### config.mk
export PLATFORM = sky130hd
export DESIGN_NAME = sliding_window_receiver_top
export DESIGN_NICKNAME = d
export VERILOG_FILES = /design/src/rtl/core/swr_pkg.sv /design/src/rtl/core/swr_ram.sv /design/src/rtl/core/swr_ctrl.sv /design/src/rtl/core/swr_dp.sv /design/src/rtl/core/sliding_window_receiver_top.sv
export SDC_FILE = /design/constraint.sdc
export NUM_CORES = 1
export LEC_CHECK = 0
export BUFFER_PORTS_ARGS = -buffer_cell sky130_fd_sc_hd__buf_2
export CAP_MARGIN = 5
export CORE_MARGIN = 4
export CORE_UTILIZATION = 64
export CTS_CLUSTER_DIAMETER = 30
export DETAILED_ROUTE_END_ITERATION = 10
export PLACE_DENSITY_LB_ADDON = 0.25
export SYNTH_ARGS = -nofsm -noshare
export SYNTH_HDL_FRONTEND = slang
export SYNTH_SLANG_ARGS = --single-unit
### constraint.sdc
create_clock -name clk_i -period 21 [get_ports clk_i]
set_clock_uncertainty 0.1 [all_clocks]
set_input_delay 4.2 -clock clk_i [delete_from_list [all_inputs] [get_ports clk_i]]
set_output_delay 4.2 -clock clk_i [all_outputs]
set_load 0.03 [all_outputs]
### src/rtl/core/swr_pkg.sv
// Shared types and constants of the sliding-window receiver.
// Command and status groups between controller and datapath; result kind codes.
// No dependencies.
package swr_pkg;

  // result kinds on the output channel
  localparam logic KIND_DELIVER = 1'b0;
  localparam logic KIND_ACK     = 1'b1;

  // ack code before anything has been delivered (-1)
  localparam logic [3:0] ACK_NONE = 4'hF;

  // controller -> datapath
  typedef struct packed {
    logic capture;   // latch the incoming packet
    logic store;     // buffer the latched packet if it is acceptable
    logic rd_en;     // read a slot payload
    logic load_del;  // load a delivery beat, slide the window
    logic load_ack;  // load the ack beat
  } swr_cmd_t;

  // datapath -> controller
  typedef struct packed {
    logic drain;       // latched packet is valid and in order
    logic next_valid;  // slot after the head is filled
    logic out_free;    // output register can take a beat this cycle
  } swr_sts_t;

endpackage

### src/rtl/core/swr_ram.sv
// Generic single-write, single-read RAM with registered read data.
// No dependencies.
module swr_ram #(
  parameter int WIDTH = 64,
  parameter int DEPTH = 4
) (
  input  logic                                  clk_i,
  input  logic                                  we_i,
  input  logic [(DEPTH > 1 ? $clog2(DEPTH) : 1)-1:0] waddr_i,
  input  logic [WIDTH-1:0]                      wdata_i,
  input  logic                                  re_i,
  input  logic [(DEPTH > 1 ? $clog2(DEPTH) : 1)-1:0] raddr_i,
  output logic [WIDTH-1:0]                      rdata_o
);

  logic [WIDTH-1:0] mem_q [DEPTH];
  logic [WIDTH-1:0] rdata_q;

  always_ff @(posedge clk_i) begin
    if (we_i) begin
      mem_q[waddr_i] <= wdata_i;
    end
    if (re_i) begin
      rdata_q <= mem_q[raddr_i];
    end
  end

  assign rdata_o = rdata_q;

endmodule

### src/rtl/core/swr_ctrl.sv
// Sequencing state machine of the sliding-window receiver.
// Depends on swr_pkg for the command and status groups.
module swr_ctrl
  import swr_pkg::*;
(
  input  logic     clk_i,
  input  logic     rst_ni,
  input  logic     in_valid_i,
  output logic     in_ready_o,
  input  swr_sts_t sts_i,
  output swr_cmd_t cmd_o
);

  localparam logic [2:0] S_IDLE    = 3'd0;
  localparam logic [2:0] S_DECIDE  = 3'd1;
  localparam logic [2:0] S_READ    = 3'd2;
  localparam logic [2:0] S_DELIVER = 3'd3;
  localparam logic [2:0] S_ACK     = 3'd4;

  logic [2:0] state_q, state_d;

  always_comb begin
    state_d = state_q;
    cmd_o   = '0;
    unique case (state_q)
      S_IDLE: begin
        cmd_o.capture = in_valid_i;
        if (in_valid_i) begin
          state_d = S_DECIDE;
        end
      end
      S_DECIDE: begin
        cmd_o.store = 1'b1;
        state_d     = sts_i.drain ? S_READ : S_ACK;
      end
      S_READ: begin
        cmd_o.rd_en = 1'b1;
        state_d     = S_DELIVER;
      end
      S_DELIVER: begin
        // hold until the output register frees up, then chain the next read
        if (sts_i.out_free) begin
          cmd_o.load_del = 1'b1;
          if (sts_i.next_valid) begin
            cmd_o.rd_en = 1'b1;
          end else begin
            state_d = S_ACK;
          end
        end
      end
      S_ACK: begin
        if (sts_i.out_free) begin
          cmd_o.load_ack = 1'b1;
          state_d        = S_IDLE;
        end
      end
      default: begin
        state_d = S_IDLE;
      end
    endcase
  end

  always_ff @(posedge clk_i or negedge rst_ni) begin
    if (!rst_ni) begin
      state_q <= S_IDLE;
    end else begin
      state_q <= state_d;
    end
  end

  assign in_ready_o = (state_q == S_IDLE);

endmodule

### src/rtl/core/swr_dp.sv
// Datapath of the sliding-window receiver: packet latch, window state,
// slot payload RAM and output register.
// Depends on swr_pkg and swr_ram.
module swr_dp
  import swr_pkg::*;
#(
  parameter int SEQ_SPACE    = 8,
  parameter int WINDOW       = 4,
  parameter int PAYLOAD_BITS = 64
) (
  input  logic               clk_i,
  input  logic               rst_ni,
  input  swr_cmd_t           cmd_i,
  output swr_sts_t           sts_o,
  input  logic [2:0]         seq_num_i,
  input  logic               checksum_ok_i,
  input  logic [63:0]        payload_i,
  input  logic               out_ready_i,
  output logic               out_valid_o,
  output logic               kind_o,
  output logic [63:0]        payload_res_o,
  output logic signed [3:0]  ack_num_o,
  output logic               last_o
);

  localparam int SW = $clog2(SEQ_SPACE);
  localparam int IW = (WINDOW > 1) ? $clog2(WINDOW) : 1;
  localparam int AW = ((SW > IW) ? SW : IW) + 1;

  // latched packet
  logic [2:0]              seq_q;
  logic                    ok_q;
  logic [PAYLOAD_BITS-1:0] pay_q;

  // window state
  logic [WINDOW-1:0] valid_q;
  logic [IW-1:0]     head_q;
  logic [SW-1:0]     exp_q;
  logic [3:0]        ack_q;

  // output register
  logic        out_valid_q;
  logic        out_kind_q;
  logic [63:0] out_pay_q;
  logic [3:0]  out_ack_q;
  logic        out_last_q;

  logic                    in_range;
  logic [SW-1:0]           seq_w;
  logic [SW:0]             diff;
  logic [SW-1:0]           off_w;
  logic                    in_win;
  logic [AW-1:0]           sum;
  logic [IW-1:0]           phys;
  logic                    store_ok;
  logic [IW-1:0]           head_nx;
  logic [SW-1:0]           exp_nx;
  logic [IW-1:0]           raddr;
  logic [PAYLOAD_BITS-1:0] rdata;

  // offset of the packet from the window head, modulo the sequence space
  always_comb begin
    in_range = 32'(seq_q) < SEQ_SPACE;
    seq_w    = SW'(seq_q);
    diff     = {1'b0, seq_w} - {1'b0, exp_q};
    if (seq_w < exp_q) begin
      diff = diff + (SW+1)'(SEQ_SPACE);
    end
    off_w  = diff[SW-1:0];
    in_win = 32'(off_w) < WINDOW;
    sum    = AW'(head_q) + AW'(off_w);
    if (sum >= AW'(WINDOW)) begin
      sum = sum - AW'(WINDOW);
    end
    phys     = sum[IW-1:0];
    store_ok = ok_q && in_range && in_win && !valid_q[phys];
  end

  assign head_nx = (head_q == IW'(WINDOW - 1)) ? '0 : head_q + 1'b1;
  assign exp_nx  = (exp_q == SW'(SEQ_SPACE - 1)) ? '0 : exp_q + 1'b1;
  assign raddr   = cmd_i.load_del ? head_nx : head_q;

  assign sts_o.drain      = ok_q && in_range && (off_w == '0);
  assign sts_o.next_valid = (WINDOW > 1) && valid_q[head_nx];
  assign sts_o.out_free   = !out_valid_q || out_ready_i;

  always_ff @(posedge clk_i) begin
    if (cmd_i.capture) begin
      seq_q <= seq_num_i;
      ok_q  <= checksum_ok_i;
      pay_q <= payload_i[PAYLOAD_BITS-1:0];
    end
  end

  always_ff @(posedge clk_i or negedge rst_ni) begin
    if (!rst_ni) begin
      valid_q <= '0;
      head_q  <= '0;
      exp_q   <= '0;
      ack_q   <= ACK_NONE;
    end else begin
      if (cmd_i.store && store_ok) begin
        valid_q[phys] <= 1'b1;
      end
      if (cmd_i.load_del) begin
        valid_q[head_q] <= 1'b0;
        head_q          <= head_nx;
        exp_q           <= exp_nx;
        ack_q           <= 4'(exp_q);
      end
    end
  end

  swr_ram #(
    .WIDTH (PAYLOAD_BITS),
    .DEPTH (WINDOW)
  ) u_slot_ram (
    .clk_i   (clk_i),
    .we_i    (cmd_i.store && store_ok),
    .waddr_i (phys),
    .wdata_i (pay_q),
    .re_i    (cmd_i.rd_en),
    .raddr_i (raddr),
    .rdata_o (rdata)
  );

  always_ff @(posedge clk_i or negedge rst_ni) begin
    if (!rst_ni) begin
      out_valid_q <= 1'b0;
    end else if (cmd_i.load_del || cmd_i.load_ack) begin
      out_valid_q <= 1'b1;
    end else if (out_ready_i) begin
      out_valid_q <= 1'b0;
    end
  end

  always_ff @(posedge clk_i) begin
    if (cmd_i.load_del) begin
      out_kind_q <= KIND_DELIVER;
      out_pay_q  <= 64'(rdata);
      out_ack_q  <= '0;
      out_last_q <= 1'b0;
    end else if (cmd_i.load_ack) begin
      out_kind_q <= KIND_ACK;
      out_pay_q  <= '0;
      out_ack_q  <= ack_q;
      out_last_q <= 1'b1;
    end
  end

  assign out_valid_o   = out_valid_q;
  assign kind_o        = out_kind_q;
  assign payload_res_o = out_pay_q;
  assign ack_num_o     = $signed(out_ack_q);
  assign last_o        = out_last_q;

  // never slide past an empty head slot
  a_del_head_filled: assert property (@(posedge clk_i) disable iff (!rst_ni)
    cmd_i.load_del |-> valid_q[head_q])
    else $error("delivery from an empty head slot");

  // a chained read must target a filled slot
  a_chain_filled: assert property (@(posedge clk_i) disable iff (!rst_ni)
    (cmd_i.load_del && cmd_i.rd_en) |-> valid_q[head_nx])
    else $error("chained read of an empty slot");

  // an in-order packet leaves the head slot filled for the drain
  a_drain_head: assert property (@(posedge clk_i) disable iff (!rst_ni)
    (cmd_i.store && sts_o.drain) |=> valid_q[head_q])
    else $error("in-order packet not buffered at head");

  // no beat is loaded over one that is still waiting
  a_no_overwrite: assert property (@(posedge clk_i) disable iff (!rst_ni)
    (cmd_i.load_del || cmd_i.load_ack) |-> (!out_valid_q || out_ready_i))
    else $error("output beat overwritten");

endmodule

### src/rtl/core/sliding_window_receiver_top.sv
// Sliding-window receiver: one packet a beat in, deliveries then one ack out.
// A packet is captured in IDLE and judged in DECIDE; one that only acks goes on to ACK,
// an in-order one through READ to DELIVER before its first result enters the output register.
// A new packet is taken only in IDLE, after the ack beat of the last one is loaded; the
// controller emits one beat per cycle, while the single output register is free.
// Reset: all slots empty, expected sequence 0, ack -1; no clearing pass is needed.
module sliding_window_receiver_top
  import swr_pkg::*;
#(
  parameter int SEQ_SPACE    = 8,
  parameter int WINDOW       = 4,
  parameter int PAYLOAD_BITS = 64
) (
  input  logic              clk_i,
  input  logic              rst_ni,
  // packet channel
  input  logic              in_valid_i,
  output logic              in_ready_o,
  input  logic [2:0]        seq_num_i,
  input  logic              checksum_ok_i,
  input  logic [63:0]       payload_i,
  // result channel
  output logic              out_valid_o,
  input  logic              out_ready_i,
  output logic              kind_o,
  output logic [63:0]       payload_res_o,
  output logic signed [3:0] ack_num_o,
  output logic              last_o
);

  // The controller steps IDLE -> DECIDE, then either straight to ACK (corrupt,
  // duplicate, out-of-window or out-of-order packets) or through READ and a run
  // of DELIVER beats while the slot after the head is filled. Slot payloads
  // live in a RAM addressed as a ring from the head pointer, so the window
  // slides by advancing that pointer; the valid bits stay in flops.
  swr_cmd_t cmd;
  swr_sts_t sts;

  swr_ctrl u_ctrl (
    .clk_i      (clk_i),
    .rst_ni     (rst_ni),
    .in_valid_i (in_valid_i),
    .in_ready_o (in_ready_o),
    .sts_i      (sts),
    .cmd_o      (cmd)
  );

  // The output register parts the two sides: a waiting ack beat does not
  // stop the next packet being accepted.
  swr_dp #(
    .SEQ_SPACE    (SEQ_SPACE),
    .WINDOW       (WINDOW),
    .PAYLOAD_BITS (PAYLOAD_BITS)
  ) u_dp (
    .clk_i         (clk_i),
    .rst_ni        (rst_ni),
    .cmd_i         (cmd),
    .sts_o         (sts),
    .seq_num_i     (seq_num_i),
    .checksum_ok_i (checksum_ok_i),
    .payload_i     (payload_i),
    .out_ready_i   (out_ready_i),
    .out_valid_o   (out_valid_o),
    .kind_o        (kind_o),
    .payload_res_o (payload_res_o),
    .ack_num_o     (ack_num_o),
    .last_o        (last_o)
  );

endmodule
== Word-level counts from Yosys, hierarchy flattened ==
Memories as Yosys holds them, arrays and structs flattened. A register that Yosys moved wholly into a read port is not among the register bits.
Index checks and enable logic that the tools add are counted.
W data, S select, Z words.

* Register bits after elaboration: 154
* Memory bits (writable): 256
* Input bits: 72
* Output and inout bits: 72
* Logic and storage cells: 90
* Memories kept: 1

* Add/subtract/negate cells: 6
* Magnitude comparators: 8
* Eq/ne operators: 10
* Multiplexer cells: 35
* Bitwise gates (word level): 3
* Reductions and logical operators: 15

{| class="wikitable"
|+ Memory list
! memory !! words !! bits a word !! read ports !! clocked after Yosys merged registers in !! wr ports !! RTL line !! source
|-
| u_dp.u_slot_ram.mem_q || 4 || 64 || 1 || 1 || 1 || swr_ram.sv:16 || <nowiki>logic [WIDTH-1:0] mem_q [DEPTH];</nowiki>
|}

{| class="wikitable"
|+ Operator list
! kind !! number
|-
| $mux W64 || 2
|-
| $mux W3 || 7
|-
| $pmux W3 S5 || 1
|-
| $mux W1 || 14
|-
| $lt A2 B3 Y1 const B || 3
|-
| $mux W2 || 4
|-
| $mux W4 || 2
|-
| $ne A2 B2 Y1 const B || 4
|-
| $add A3 B1 Y3 const B || 2
|-
| $eq A3 B2 Y1 const B || 2
|-
| $eq A3 B3 Y1 const B || 2
|-
| $logic_and A1 B1 Y1 || 6
|-
| $logic_not A3 Y1 || 2
|-
| $add A2 B3 Y4 || 1
|-
| $and A4 B4 Y4 || 1
|-
| $bmux W1 S2 || 2
|-
| $demux W1 S2 || 2
|-
| $ge A2 B1 Y1 const B || 2
|-
| $ge A4 B3 Y1 const B || 1
|-
| $not A4 Y4 || 1
|-
| $or A4 B4 Y4 || 1
|-
| $reduce_and A4 Y1 || 1
|-
| $reduce_bool A2 Y1 || 2
|-
| $eq A3 B1 Y1 const B || 1
|-
| other kinds (9) || 11
|}

== Longest topological paths before layout ==
Gate-level depths: netlist of run 1.

* Word-level depth: 14
* Mapped depth: 9
* Gate-level depth less buffers: 9

== Cells and area by module ==
From an unflattened synthesis of run 1, not the netlist that was laid out.

* Cells, all modules: 717
* Area total of the unflattened synthesis: 16889.9 sq um

{| class="wikitable"
|+ Modules (own cells, without submodules)
! module !! times used !! cells an instance !! area each (sq um)
|-
| swr_ram || 1 || 402 || 11263.3
|-
| swr_dp || 1 || 292 || 5408.9
|-
| swr_ctrl || 1 || 23 || 217.7
|}

== Least setup slack after synthesis of run 1 ==
No wires, ideal clock.

* Path kind: input-to-reg
* Start point: in out_ready_i
* End point: reg u_dp.out_pay_q[0] (netlist: u_dp.payload_res_o[0]), enable pin
* Arrival: 7.155 ns
* Data required time: 20.414 ns
* Slack: 13.259 ns
* Stages: 2
* Cell sequence: and2b_2 -> nor2_1

* Cells in the longest elaborated chain, start to end: 4

{| class="wikitable"
|+ Ends and longest elaborated chain
! item !! RTL line !! source
|-
| start: declaration || sliding_window_receiver_top.sv:24 || <nowiki>input logic out_ready_i,</nowiki>
|-
| $logic_or A1 B1 Y1 * || swr_dp.sv:85 || <nowiki>assign sts_o.out_free = !out_valid_q || out_ready_i;</nowiki>
|-
| $mux W1 or $mux W2 (tied branches) || swr_ctrl.sv:52, swr_ctrl.sv:42 ||
|-
| $mux W1 || swr_ctrl.sv:25 || <nowiki>unique case (state_q)</nowiki>
|-
| $reduce_bool A2 Y1 (no source line) * || -- ||
|-
| end signal: assignment || swr_dp.sv:140 || <nowiki>out_pay_q <= 64'(rdata);</nowiki>
|-
| end: declaration || swr_dp.sv:44 || <nowiki>logic [63:0] out_pay_q;</nowiki>
|}

Mark *: on every way between the ends. The rest lies on a longest branch, timed or not.
A chain may end at the register's enable or synchronous reset.

== Worst setup path in the final report of run 1 ==
* Start point: in out_ready_i
* End point: reg u_dp.u_slot_ram.rdata_q[19] (netlist: u_dp.u_slot_ram.rdata_o[19]), read port of u_dp.u_slot_ram.mem_q (data pin)

* Cells in the longest elaborated chain, start to end: 4

{| class="wikitable"
|+ Ends and longest elaborated chain
! item !! RTL line !! source
|-
| $logic_or A1 B1 Y1 * || swr_dp.sv:85 ||
|-
| $mux W2 * || swr_ctrl.sv:42 || <nowiki>if (sts_i.out_free) begin</nowiki>
|-
| $mux W1 || swr_ctrl.sv:25 ||
|-
| $mux W2 || swr_dp.sv:81 || <nowiki>assign raddr = cmd_i.load_del ? head_nx : head_q;</nowiki>
|-
| end: declaration || swr_ram.sv:17 || <nowiki>logic [WIDTH-1:0] rdata_q;</nowiki>
|}

Marks and branches as above.

==> results.md, run 1 <==
Power and ir drop:
- The worst voltage drop across the vdd grid is 84.7 uV.
- The share of total power dissipated in sequential elements is 40.8%.
- The internal portion of the total power is 2380 uW.
- The leakage power total is 0.00812 uW.
- The combinational fraction of design power is 19.2%.
- The total design power is 3300 uW.
- For this design the ratio of total power to cell area is 156 mW/mm2.
- The clock network burns 40.0% of the power.
- The proportion of total power due to net switching is 27.9%.
- For this design the total switching power over the nets is 921 uW.

Min path:
- The worst hold path was traced through 2 stages.
- The classification of the worst-slack hold path is flop to flop.

Synthesis:
- Summing the areas of all fa, ha and maj instances in the mapped netlist gives 0.619% of the synthesized area.
- The area share of and/or/nand/nor cells after synthesis is 3.91%.
- The post-synthesis compound-gate area fraction is 1.06%.
- Of the post-synthesis cell area, the part taken by muxes is 11.3%.
- The share of the Yosys chip area taken by registers is 81.1%.
- The register bit count reported by yosys is 474.
- Counting every instance in the synthesized netlist gives 870.
- The synthesized netlist occupies a cell area of 0.0174 mm2.
- When the netlist entered floorplanning its net count stood at 950.
- The synthesized netlist contains 45 unique library cells.
- Yosys mapped a number of flops with a built-in enable equal to 452.
- For this run, the number of Yosys warnings is 0.
- A synthesized cell averages 20.0 um2.
- The combinational family with the most area after synthesis is multiplexers.
- For this run, asynchronously set or reset flops after synthesis account for 3.59%.
- The most frequently used flop master after synthesis is sky130_fd_sc_hd__edfxtp_1.
- The synthesized netlist devotes 0.288% of its cell area to XOR and XNOR gates.

Timing:
- The final setup violation count is 0.
- Based on the critical path, the design can be clocked at up to 152 MHz.
- For the pin with the worst max-slew slack, the measured transition is 1.09 ns.
- On the final layout, the worst hold slack is 0.355 ns.
- Setup repair after global routing left no endpoint under its margin.
- The time the worst path needs with I/O delays and setup is 6.59 ns.
- The final count of hold timing violations is 0.
- Dividing the final minimum period by the clock period gives 31.4%.
- The aggregate negative setup slack is 0 ns.
- The normalized max-slew margin is 27.3%.
- The number of slew-limit violations in the final report is 0.

Floorplan:
- In this run the horizontal extent of the chip is 173 um.
- The initial standard-cell utilization of the core is 64.7%.
- The core region is 0.0269 mm2.
- The row count is 60.
- The count of pins on the block boundary is 144.
- The floorplan step defined a die boundary enclosing 0.0299 mm2.
- The die is 173 um tall.

Global routing:
- The aggregate global routing overflow is 0.
- The number of antenna violations at the first check in global routing is 0.
- Entering global routing, the biggest net connects 75 pins.
- The first global-routing pass estimated 46800 um of wire.
- Across every metal layer, demand over resource in global routing totals 20.2%.
- The number of global-route vias before repair is 8703.

Worst setup path:
- In this run the register-to-register setup slack is 16.76 ns.
- The element type at the critical path end is a flop.
- In this run the worst path has a maximum fanout of 61.
- The cell family contributing the most delay on the critical path is multiplexers.
- The cell seen most often among critical-path stages is sky130_fd_sc_hd__mux2i_1.
- The largest individual stage delay along the critical path comes from the cell sky130_fd_sc_hd__buf_4.
- STA classifies the critical path startpoint as an input port.
- By startpoint and endpoint, the worst setup path is classified as input port to flop.
- Data arrives at the worst endpoint at 6.76 ns.
- For the worst setup path, the data required time is 21.18 ns.
- In this design, the stage delay of the slowest critical-path cell is 0.89 ns.
- The critical path contains buffers and inverters numbering 2 combined.
- The critical path crosses 7 cells after its start point.
- The critical path goes through buf_2, and2b_2, nor3_4, mux2i_4, buf_4, mux2i_1, mux2i_1.
- The cell count of the worst reg-to-reg path is 9.

Status:
- The run finished with clean final reports.

CTS:
- The TritonCTS clock tree is built.
- The longest clock path from root to sink contains 3 buffers.
- Clock tree synthesis inserted a total of 78 buffers.
- The number of clock sinks is 474.
- The number of gates resized after CTS was 0.
- The clock root buffer is sky130_fd_sc_hd__clkbuf_16.
- The hold buffer count at CTS is 0.
- The number of buffers added for setup after CTS is 0.
- After clock tree synthesis, the clock-pin slew on the worst setup and hold paths is 0.05 ns.
- The H-tree was split into 3 levels.
- The clock reaches the later pin of the worst-skew pair after 0.56 ns.

Cells and area:
- The final core utilization is 78.8%.
- Cells with a size suffix above 1 make up 27.1% of the layout.
- The net count of the finished layout is 1151.
- The count of fill cells added during filler insertion is 1407.
- Leaving out fill and tap cells, the most frequent cell in the layout is sky130_fd_sc_hd__edfxtp_1.
- In the layout the commonest cells are sky130_fd_sc_hd__edfxtp_1, sky130_fd_sc_hd__mux2i_1, sky130_fd_sc_hd__buf_2.
- From synthesis to final layout, the design area changed by 21.8%.
- The count of antenna diodes in the layout is 0.

Drt:
- The count of nets left with antenna violations once routing finished came out at 0.
- In the routed design, unresolved DRC markers number 0.
- The detail-routed via count per cell is 5.53.
- Dividing the detail-routed wire length by the instance count gives 20.4 um.
- The count of routing violations after the opening detailed-route iteration is 507.
- The number of vias after detailed routing is 8172.
- The pre-antenna-repair detailed-routing pass consisted of 5 iterations.
- The total routed wirelength is 30200 um.

Placement:
- At the end of routability-driven placement, the weighted congestion stood at 0.792.
- Port buffering added 143 buffers.
- Detailed placement ended at an HPWL of 15200 um.

Run:
- The number of maximum-capacitance violations is 0.
routing by layer:
layer / wire length [um] / GRT usage (%) / share of wire, %
met5: 0 / 0 / 0
met4: 1010 / 8.98 / 3.3
met3: 1430 / 4.18 / 4.7
met2: 16000 / 35.1 / 53
met1: 11800 / 24.8 / 39
power groups by stage:
stage | Clock, uW | Combinational [uW] | Sequential [uW]
4_1_cts | 1340 | 642 | 1350
3_5_place_dp | 0 | 632 | 1360
3_3_place_gp | 0 | 614 | 1350
5_1_grt | 1390 | 686 | 1360
2_1_floorplan | 0 | 436 | 1420
6_report | 1320 | 634 | 1350
sequential cells by signal (all words and copies together), names as in the netlist, 4 cells and up:
register                 count
u_dp.ack_q                   4
u_dp.u_slot_ram.rdata_o     64
u_dp.u_slot_ram.mem_q      256
u_dp.ack_num_o               4
u_dp.pay_q                  64
u_dp.valid_q                 4
u_dp.payload_res_o          64
stage by stage:
stage                     cell area, um2  setup WS (ns)  instances
after detailed placement           18400          13.90       1332
after CTS                          21200          14.42       1478
after global routing               21200          14.28       1478
after floorplan                    17400          13.26        870
final                              21200          14.41       1478
after global placement             18400          13.96       1332
final cells by class:
type / count / area (um2) / area share (%)
tap: 341 / 427 / 2.01
timing repair buffer: 153 / 791 / 3.73
clock buffer: 85 / 2060 / 9.74
multi-input combinational: 356 / 3030 / 14.3
clock inverter: 61 / 736 / 3.47
inverter: 8 / 30.0 / 0.142
sequential: 474 / 14100 / 66.6
final timing paths:
kind / start / endpoint
max in group asynchronous: rst_ni / u_dp.ack_q[3]
hold reg to reg: u_dp.ack_q[2] / u_dp.ack_q[2]
hold / removal: u_dp.ack_q[2] / u_dp.ack_q[2]
min in group asynchronous: rst_ni / u_dp.exp_q[1]
setup reg to reg: u_dp.exp_q[0] / u_dp.u_slot_ram.mem_q[2][26]
setup / recovery: out_ready_i / u_dp.u_slot_ram.rdata_o[19]
kinds of logic (layout without fill, tap and decap cells):
kind of cell               Yosys count  in the layout
xor gates and xnor gates             4              4
DFF                                474            474
muxes                              194            194
and+or+nand+nor                    120            120
adders and majority gates            8              8
AOI/OAI and AO/OA                   30             30
buffers and inverters               40            307
worst register-to-register path, cell delays in order (launching register included):
cell and delay (ns):
sky130_fd_sc_hd__dfrtp_1 0.42, sky130_fd_sc_hd__ha_1 0.21, sky130_fd_sc_hd__inv_1 0.07, sky130_fd_sc_hd__fa_1 0.47, sky130_fd_sc_hd__xnor2_1 0.51, sky130_fd_sc_hd__nor3_1 0.12
sky130_fd_sc_hd__a211oi_2 0.42, sky130_fd_sc_hd__nand2_1 0.16, sky130_fd_sc_hd__nor2_4 0.66, sky130_fd_sc_hd__buf_4 0.69
Yosys cell counts, types with 2 or more instances:
cell type	number	area [um2]
sky130_fd_sc_hd__nor2b_1	2	12.5
sky130_fd_sc_hd__buf_12	2	40.0
sky130_fd_sc_hd__a21oi_1	11	55.1
sky130_fd_sc_hd__buf_8	2	30.0
sky130_fd_sc_hd__mux2i_1	192	1920
sky130_fd_sc_hd__buf_6	10	113
sky130_fd_sc_hd__dfrtp_1	13	325
sky130_fd_sc_hd__nand2_1	25	93.8
sky130_fd_sc_hd__xnor2_1	2	17.5
sky130_fd_sc_hd__dfstp_2	4	105
sky130_fd_sc_hd__clkbuf_4	3	22.5
sky130_fd_sc_hd__dfxtp_1	5	100
sky130_fd_sc_hd__inv_2	2	7.51
sky130_fd_sc_hd__and2_1	68	425
sky130_fd_sc_hd__buf_4	4	30.0
sky130_fd_sc_hd__clkbuf_1	8	30.0
sky130_fd_sc_hd__ha_1	7	87.6
sky130_fd_sc_hd__buf_2	3	15.0
sky130_fd_sc_hd__nor3_1	5	25.0
sky130_fd_sc_hd__inv_1	6	22.5
sky130_fd_sc_hd__nand2b_1	4	25.0
sky130_fd_sc_hd__o21ai_0	7	35.0
sky130_fd_sc_hd__o22ai_1	4	25.0
sky130_fd_sc_hd__edfxtp_1	452	13600
sky130_fd_sc_hd__nor2_1	9	33.8
(Power assumes the default switching activity.)
==> run 2: changes to the inputs <==
--- a/config.mk
+++ b/config.mk
@@ -5,10 +5,11 @@
 export SDC_FILE = /design/constraint.sdc
 export NUM_CORES = 1
 export LEC_CHECK = 0
+export ABC_AREA = 1
 export BUFFER_PORTS_ARGS = -buffer_cell sky130_fd_sc_hd__buf_2
 export CAP_MARGIN = 5
 export CORE_MARGIN = 4
-export CORE_UTILIZATION = 64
+export CORE_UTILIZATION = 59
 export CTS_CLUSTER_DIAMETER = 30
 export DETAILED_ROUTE_END_ITERATION = 10
 export PLACE_DENSITY_LB_ADDON = 0.25
==> constraint.sdc (replaced) <==
create_clock -name clk_i -period 6.3 [get_ports clk_i]
set_clock_uncertainty 0.1 [all_clocks]
set_input_delay 1.26 -clock clk_i [delete_from_list [all_inputs] [get_ports clk_i]]
set_output_delay 1.26 -clock clk_i [all_outputs]
set_load 0.03 [all_outputs]
==> run 2 against run 1 <==
Effect of this change: sequential cell count stayed put; combinational power grew to 3.8 times the previous value; synthesized cell count up 45%; die area increased by 12%; register-to-register slack worse by 14 ns; sequential share of layout area shrank 1.8 points; worst setup slack got worse by 12 ns; count of clock-buffer cells in the layout rose by 4; routed wire length up 5.8%; largest power group unchanged.
==> results.md, run 2 <==
Worst setup path:
- The arrival time of data at the critical path endpoint is 3.98 ns (was 6.76 ns).
- The startpoint type of the worst setup path is an input port (unchanged).
- The element type at the critical path end was a flop (unchanged).
- The largest fanout of any net on the critical path is 143 (was 61).
- The category of the critical setup timing path is input port to flop (unchanged).
- The cell count of the worst reg-to-reg path was 15 (was 9).
- The critical path required time was 6.52 ns (was 21.18 ns).

Synthesis:
- The number of flops mapped to enable cells by yosys is 452 (unchanged).
- The most frequently used flop master after synthesis was sky130_fd_sc_hd__edfxtp_1 (unchanged).
- Top area cells in the synthesized netlist: sky130_fd_sc_hd__edfxtp_1, sky130_fd_sc_hd__inv_1, sky130_fd_sc_hd__nand2_1 (was sky130_fd_sc_hd__edfxtp_1, sky130_fd_sc_hd__mux2i_1, sky130_fd_sc_hd__and2_1).
- The parity-gate share of the synthesized area counting xor and xnor cells came to 0% (was 0.288%).
- The count of cell types in the netlist came to 31 (was 45).
- The cell count after synthesis is 1260 (was 870).
- The combinational family with the most area after synthesis was compound AO/OA/AOI/OAI gates (was multiplexers).
- The mux cell area share after synthesis was 0% (was 11.3%).
- The most frequently used cell type in the post-synthesis netlist is sky130_fd_sc_hd__edfxtp_1 (unchanged).
- Cell types with the highest counts after synthesis: sky130_fd_sc_hd__edfxtp_1, sky130_fd_sc_hd__inv_1, sky130_fd_sc_hd__nand2_1 (was sky130_fd_sc_hd__edfxtp_1, sky130_fd_sc_hd__mux2i_1, sky130_fd_sc_hd__and2_1).
- The library cell with the largest summed area after synthesis is sky130_fd_sc_hd__edfxtp_1 (unchanged).
- The post-synthesis compound-gate area fraction is 8.08% (was 1.06%).
- The fraction of synthesized cell area taken by the top area cell type is 75.2% (was 78.0%).
- The async set or reset register ratio after synthesis was 3.59% (unchanged).
- The total standard cell area after synthesis came to 0.0180 mm2 (was 0.0174 mm2).
- The number of nets in the synthesized netlist is 1340 (was 950).
- The mean post-synth cell area is 14.3 um2 (was 20.0 um2).
- The register bit count reported by yosys is 474 (unchanged).
- The area share of and/or/nand/nor cells after synthesis is 6.22% (was 3.91%).
- The number of synthesis warnings was 0 (unchanged).
- The arithmetic-cell share of the synthesized area counting full adders, half adders and majority gates is 0.596% (was 0.619%).
- The sequential cell area fraction in the yosys report is 78.2% (was 81.1%).

Drt:
- The final routed DRC violation total is 0 (unchanged).
- The count of routing violations after the opening detailed-route iteration was 647 (was 507).
- The number of vias after detailed routing came to 9746 (was 8172).
- The detail-routed via count per cell is 5.12 (was 5.53).
- The number of search-and-repair iterations in the first detailed-routing pass is 5 (unchanged).
- The total routed wirelength was 32000 um (was 30200 um).
- The remaining number of nets flagged by the antenna check after routing is 0 (unchanged).
- The average routed wire per standard cell is 16.8 um (was 20.4 um).

Placement:
- The detailed placer's ending HPWL came to 16900 um (was 15200 um).
- The port buffer count came to 143 (unchanged).
- The setup slack at placement is 1.99 ns (was 13.90 ns).
- The weighted congestion at the end of routability-driven global placement is 0.755 (was 0.792).
- The number of placed cells counting well taps is 1752 (was 1332).

Run:
- The number of maximum-capacitance violations is 0 (unchanged).

Cells and area:
- The non-filler instance count after layout was 1902 (was 1478).
- The most common cell after layout, fill and taps aside is sky130_fd_sc_hd__edfxtp_1 (unchanged).
- The most flop-heavy register is u_dp.u_slot_ram.mem_q (unchanged).
- The multi-input logic area was 0.00273 mm2 (was 0.00303 mm2).
- The count of fill cells added during filler insertion is 1876 (was 1407).
- Commonest cells after routing, fill and taps aside: sky130_fd_sc_hd__edfxtp_1, sky130_fd_sc_hd__inv_1, sky130_fd_sc_hd__nand2_1 (was sky130_fd_sc_hd__edfxtp_1, sky130_fd_sc_hd__mux2i_1, sky130_fd_sc_hd__buf_2).
- The count of antenna diodes in the layout is 0 (unchanged).
- The share of final-layout standard cells stronger than drive strength 1 is 23.3% (was 27.1%).
- The area growth from synthesis to layout is 20.7% (was 21.8%).
- The number of flip-flops under the largest register name is 256 (unchanged).
- The area occupied by registers is 0.0141 mm2 (unchanged).
- The net count of the finished layout is 1526 (was 1151).

Timing:
- The normalized max-slew margin came to 31.3% (was 27.3%).
- The number of slew-limit violations in the final report is 0 (unchanged).
- The transition time of the tightest slew-check pin is 1.03 ns (was 1.09 ns).
- Setup repair after global routing missed its margin: no (unchanged).
- The final setup violation count was 0 (unchanged).
- The share of the cycle needed by the critical path after routing is 59.7%.
- For this run, the top clock speed supported by timing is 266 MHz.
- The aggregate negative setup slack is 0 ns (unchanged).
- After layout, the minimum clock period comes to 3.76 ns.
- The slack of the critical path came to 2.54 ns (was 14.41 ns).
- The final count of hold timing violations is 0 (unchanged).

Global routing:
- The number of global-route vias before repair is 9769 (was 8703).
- The overall fraction of global-route tracks in use is 19.2% (was 20.2%).
- The aggregate global routing overflow was 0 (unchanged).
- The first-pass GRT wire length is 50100 um (was 46800 um).
- The number of antenna violations at the first check in global routing came to 0 (unchanged).
- The maximum number of pins on one net before global-route repair is 144 (was 75).

CTS:
- The number of buffers created by CTS is 82 (was 78).
- The clock transition time at the flip-flop clock pins of the worst setup and hold paths is 0.05 ns (about the same).
- The TritonCTS clock tree is built (unchanged).
- The number of gates resized after cts was 0 (unchanged).
- The hold buffer count at CTS came to 0 (unchanged).
- The deepest level of the CTS H-tree is 3 (unchanged).
- The number of clock sinks is 474 (unchanged).
- The clock insertion delay at the later pin of the skew report is 0.57 ns (was 0.56 ns).
- The number of buffers added for setup after CTS is 0 (unchanged).
- The clock root buffer was sky130_fd_sc_hd__clkbuf_16 (unchanged).
- The maximum clock insertion buffer count is 3 (unchanged).

Status:
- Run status: completed (unchanged).

Power and ir drop:
- The leakage power total was 0.00869 uW (was 0.00812 uW).
- The total power per unit cell area is 516 mW/mm2 (was 156 mW/mm2).
- The worst voltage drop across the vdd grid is 379 uV (was 84.7 uV).

Floorplan:
- The floorplan die area was 0.0334 mm2 (was 0.0299 mm2).
- The count of pins on the block boundary is 144 (unchanged).
- The row count was 63 (was 60).
- The area of the core region is 0.0299 mm2 (was 0.0269 mm2).
- The vertical die dimension is 183 um (was 173 um).
- The initial standard-cell utilization of the core was 60.4% (was 64.7%).
- The horizontal extent of the die is 183 um (was 173 um).

Min path:
- The count of cells along the worst hold path is 2 (unchanged).
- The classification of the worst-slack hold path is flop to flop (unchanged).
[run 2: worst paths after layout]
path                                                end  slack, ns     startpoint
max                         u_dp.u_slot_ram.rdata_o[15]       2.54    out_ready_i
min                                       u_dp.ack_q[3]       0.35  u_dp.ack_q[3]
max reg2reg                u_dp.u_slot_ram.mem_q[0][33]       2.65  u_dp.seq_q[0]
min reg2reg                               u_dp.ack_q[3]       0.35  u_dp.ack_q[3]
max in group asynchronous                 u_dp.ack_q[1]       5.24         rst_ni
min in group asynchronous                 u_dp.exp_q[2]       0.52         rst_ni
[run 2: per-stage QoR]
stage	cell area, um2	total power [uW]	util, %	hold WS, ns
after floorplan	18000	6500	-	0.324
after global placement	19000	6860	63.6	0.333
after detailed placement	19000	6960	63.6	0.333
after CTS	21800	11300	72.9	0.355
after global routing	21800	11800	72.9	0.382
final	21800	11200	72.9	0.350
[run 2: area by class of cell]
class                   instances  share of cell area, %
flip-flops and latches        474                   64.7
multi-input cells             505                   12.5
clock buffers                  89                   9.74
inverters                     229                   3.97
repair buffers                154                   3.72
clock inverters                61                   3.05
well taps                     390                   2.24
[run 2: metal layers]
| metal | GRT usage (%) | vias up | wire [um] |
|---|---|---|---|
| met1 | 24.4 | 4655 | 13000 |
| met2 | 32.8 | 280 | 16300 |
| met4 | 7.81 | 0 | 955 |
| met3 | 3.93 | 71 | 1720 |
| met5 | 0 | - | 0 |
| li1 | - | 4740 | - |
[run 2: worst max-delay path: stages]
cell and delay (ns):
sky130_fd_sc_hd__buf_2 0.10, sky130_fd_sc_hd__nor2_2 0.28, sky130_fd_sc_hd__nor2_8 0.12, sky130_fd_sc_hd__clkinv_2 0.44
sky130_fd_sc_hd__nand2_2 0.17, sky130_fd_sc_hd__nand2_8 0.68, sky130_fd_sc_hd__buf_4 0.53, sky130_fd_sc_hd__a21oi_1 0.12
sky130_fd_sc_hd__o21ai_1 0.12, sky130_fd_sc_hd__nand2_1 0.07
[run 2: logic make-up (layout without fill, tap and decap cells)]
logic type	count (synthesis)	in the layout
AO/OA/AOI/OAI	215	215
adder cells (fa/ha/maj)	8	8
buffers and inverters	281	533
flip-flops	474	474
AND/OR/NAND/NOR	282	282
[run 2: power breakdown]
group          leakage [uW]  switching [uW]  internal, uW
clock network       0.00133            1480          2860
registers           0.00437             224          4280
logic               0.00299            1740           661
total               0.00869            3440          7800
==> run 3: changes to the inputs <==
--- a/config.mk
+++ b/config.mk
@@ -5,7 +5,7 @@
 export SDC_FILE = /design/constraint.sdc
 export NUM_CORES = 1
 export LEC_CHECK = 0
-export ABC_AREA = 1
+export ABC_AREA = 0
 export BUFFER_PORTS_ARGS = -buffer_cell sky130_fd_sc_hd__buf_2
 export CAP_MARGIN = 5
 export CORE_MARGIN = 4
==> constraint.sdc (replaced) <==
create_clock -name clk_i -period 3.5 [get_ports clk_i]
set_clock_uncertainty 0.1 [all_clocks]
set_input_delay 0.7 -clock clk_i [delete_from_list [all_inputs] [get_ports clk_i]]
set_output_delay 0.7 -clock clk_i [all_outputs]
set_load 0.03 [all_outputs]
==> run 3 against run 2 <==
Effect of this change: clock power up 79%; core utilization up 1.5 points; sequential share of layout area up 0.90 points; register-to-register slack worse by 2.3 ns; worst setup slack worse by 2.2 ns; count of clock-buffer cells in the layout up 1; die area down 3.4%; critical path depth down 1; critical path type is now flop to flop; critical endpoint is now u_dp.u_slot_ram.mem_q[1][45]; highest routed layer unchanged.
==> results.md, run 3 (synthesis gave the netlist of run 1 again) <==
Status:
- Run status: completed (unchanged).

Floorplan:
- The vertical die dimension was 180 um (was 183 um).
- The floorplan die area came to 0.0323 mm2 (was 0.0334 mm2).
- The initial standard-cell utilization of the core is 60.3% (was 60.4%).
- The area of the core region is 0.0289 mm2 (was 0.0299 mm2).
- The horizontal extent of the die came to 180 um (was 183 um).
- The count of pins on the block boundary is 144 (unchanged).
- The row count came to 62 (was 63).

Drt:
- The remaining number of nets flagged by the antenna check after routing was 0 (unchanged).
- The number of search-and-repair iterations in the first detailed-routing pass came to 5 (unchanged).
- The total routed wirelength is 30500 um (was 32000 um).
- The average routed wire per standard cell is 19.8 um (was 16.8 um).
- The final routed DRC violation total came to 0 (unchanged).
- The count of routing violations after the opening detailed-route iteration is 557 (was 647).
- The detail-routed via count per cell is 5.28 (was 5.12).
- The number of vias after detailed routing is 8119 (was 9746).

Cells and area:
- The area growth from synthesis to layout is 23.5% (was 20.7%).
- The most common cell after layout, fill and taps aside is sky130_fd_sc_hd__edfxtp_1 (unchanged).
- The number of flip-flops under the largest register name is 256 (unchanged).
- The count of antenna diodes in the layout is 0 (unchanged).
- The share of final-layout standard cells stronger than drive strength 1 was 28.1% (was 23.3%).
- The most flop-heavy register is u_dp.u_slot_ram.mem_q (unchanged).
- The non-filler instance count after layout is 1539 (was 1902).
- Commonest cells after routing, fill and taps aside: sky130_fd_sc_hd__edfxtp_1, sky130_fd_sc_hd__mux2i_1, sky130_fd_sc_hd__buf_2 (was sky130_fd_sc_hd__edfxtp_1, sky130_fd_sc_hd__inv_1, sky130_fd_sc_hd__nand2_1).
- The post-route cell area is 0.0215 mm2 (was 0.0218 mm2).
- The net count of the finished layout is 1166 (was 1526).

CTS:
- The clock insertion delay at the later pin of the skew report is 0.59 ns (was 0.57 ns).
- The TritonCTS clock tree is built (unchanged).
- The number of clock sinks was 474 (unchanged).
- The clock root buffer is sky130_fd_sc_hd__clkbuf_16 (unchanged).
- The deepest level of the CTS H-tree is 3 (unchanged).
- The clock transition time at the flip-flop clock pins of the worst setup and hold paths came to 0.05 ns (about the same).
- The maximum clock insertion buffer count is 3 (unchanged).
- The number of buffers created by CTS is 82 (unchanged).

Placement:
- The weighted congestion at the end of routability-driven global placement is 0.754 (was 0.755).
- The number of placed cells counting well taps is 1385 (was 1752).
- The port buffer count is 143 (unchanged).
- The detailed placer's ending HPWL was 16500 um (was 16900 um).
- The instance area after placement is 0.0187 mm2 (was 0.0190 mm2).

Power and ir drop:
- The net switching component of the power is 5700 uW (was 3440 uW).
- The proportion of total power due to net switching is 28.7% (was 30.6%).
- The combinational fraction of design power came to 20.1% (was 21.4%).
- The sequential group share of total power came to 40.6% (was 40.1%).
- The leakage power total is 0.00819 uW (was 0.00869 uW).
- The internal power is 14100 uW (was 7800 uW).
- The worst voltage drop across the vdd grid came to 901 uV (was 379 uV).
- The part of the power in the clock network was 39.3% (was 38.6%).
- The total power per unit cell area is 923 mW/mm2 (was 516 mW/mm2).

Timing:
- The final count of hold timing violations came to 0 (unchanged).
- The normalized max-slew margin came to 49.7% (was 31.3%).
- The aggregate negative setup slack came to 0 ns (unchanged).
- The final setup violation count is 0 (unchanged).
- The share of the cycle needed by the critical path after routing is 90.1%.
- The transition time of the tightest slew-check pin was 0.754 ns (was 1.03 ns).
- The number of slew-limit violations in the final report was 0 (unchanged).
- The time the worst path needs with I/O delays and setup is 3.15 ns.
- Setup repair after global routing missed its margin: no (unchanged).
- The highest clock rate is 317 MHz.
- The final worst hold slack is 0.188 ns (was 0.350 ns).

Worst setup path:
- The cell count of the worst reg-to-reg path is 9 (was 15).
- The reg-to-reg critical path startpoint is u_dp.exp_q[0] (was u_dp.seq_q[0]).
- The category of the critical setup timing path is flop to flop (was input port to flop).
- The launching instance or port of the critical path is u_dp.exp_q[0] (was out_ready_i).
- The largest fanout of any net on the critical path came to 23 (was 143).
- The startpoint type of the worst setup path is a flop (was input port).
- The element type at the critical path end is a flop (unchanged).
- The critical path required time came to 3.67 ns (was 6.52 ns).
- The worst reg2reg path endpoint is u_dp.u_slot_ram.mem_q[1][45] (was u_dp.u_slot_ram.mem_q[0][33]).
- The setup slack of the worst register-to-register path came to 0.35 ns (was 2.65 ns).
- The arrival time of data at the critical path endpoint is 3.33 ns (was 3.98 ns).
- The destination of the critical timing path is u_dp.u_slot_ram.mem_q[1][45] (was u_dp.u_slot_ram.rdata_o[15]).

Global routing:
- The first-pass GRT wire length is 48200 um (was 50100 um).
- The aggregate global routing overflow was 0 (unchanged).
- The number of global-route vias before repair is 8805 (was 9769).
- The maximum number of pins on one net before global-route repair came to 74 (was 144).
- The overall fraction of global-route tracks in use is 19.0% (was 19.2%).
- The number of antenna violations at the first check in global routing came to 0 (unchanged).

Run:
- The number of maximum-capacitance violations is 0 (unchanged).

Min path:
- The classification of the worst-slack hold path is input port to flop (was flop to flop).
-- run 3: changes by cell type in the layout (fill, tap and decap cells not counted), moves of 27 or more --
cell,previous run,this run
sky130_fd_sc_hd__inv_1,224,5
sky130_fd_sc_hd__mux2i_1,0,192
sky130_fd_sc_hd__o21ai_1,64,0
sky130_fd_sc_hd__nand2_1,182,25
sky130_fd_sc_hd__a21oi_1,53,11
sky130_fd_sc_hd__and2_1,0,65
sky130_fd_sc_hd__nor2_1,80,5
sky130_fd_sc_hd__o211ai_1,37,0
sky130_fd_sc_hd__o211ai_2,27,0
-- run 3: cell type report --
cell class,count,area [um2]
well taps,384,480
fillers,1681,7370
repair buffers,164,1030
flip-flops and latches,474,14100
clock inverters,63,696
clock buffers,90,2080
multi-input cells,356,3070
inverters,8,30.0
-- run 3: through the flow --
stage | util (%) | power, uW | worst slack [ns]
6_report | 74.5 | 19800 | 0.347
5_1_grt | 74.5 | 20700 | 0.106
4_1_cts | 74.5 | 20100 | 0.338
3_5_place_dp | 64.8 | 12100 | 0.368
3_3_place_gp | 64.8 | 12000 | 0.401
2_1_floorplan | - | 11200 | -0.545
-- run 3: worst max-delay path, cell delays in order (launching register included) --
cell and delay (ns):
sky130_fd_sc_hd__dfrtp_1 0.41, sky130_fd_sc_hd__ha_2 0.20, sky130_fd_sc_hd__inv_2 0.04, sky130_fd_sc_hd__fa_2 0.61
sky130_fd_sc_hd__xnor2_4 0.18, sky130_fd_sc_hd__nor3_2 0.07, sky130_fd_sc_hd__a211oi_2 0.32, sky130_fd_sc_hd__nand2_1 0.22
sky130_fd_sc_hd__nor2_4 0.42, sky130_fd_sc_hd__buf_12 0.26
-- run 3: repair_timing --
action	in CTS	in global routing
hold endpoints to repair	13	0
resized for setup	0	0
buffers inserted	0	0
hold buffers	1	0
-- run 3: worst min path at each step --
stage                     slack, ns          start  depth (start not counted)                end
after floorplan                0.30         rst_ni                          0  u_ctrl.state_q[0]
after global placement         0.35  u_dp.ack_q[2]                          2      u_dp.ack_q[2]
after detailed placement       0.35  u_dp.ack_q[2]                          2      u_dp.ack_q[2]
after CTS                      0.16  payload_i[40]                          1     u_dp.pay_q[40]
after global routing           0.17  payload_i[26]                          1     u_dp.pay_q[26]
final                          0.19  payload_i[40]                          1     u_dp.pay_q[40]
-- run 3: metal layers --
layer | vias up | routed length [um] | GRT usage, %
li1 | 3826 | - | -
met1 | 4028 | 13000 | 24.8
met2 | 219 | 15400 | 31.8
met3 | 46 | 1560 | 4.32
met4 | 0 | 561 | 6.83
met5 | - | 0 | 0
-- run 3: power groups by stage --
stage	clock [uW]	sequential, uW	combinational [uW]
2_1_floorplan	0	8500	2700
3_3_place_gp	0	8110	3940
3_5_place_dp	0	8150	4000
4_1_cts	7940	8070	4040
5_1_grt	8240	8160	4300
6_report	7790	8060	3980
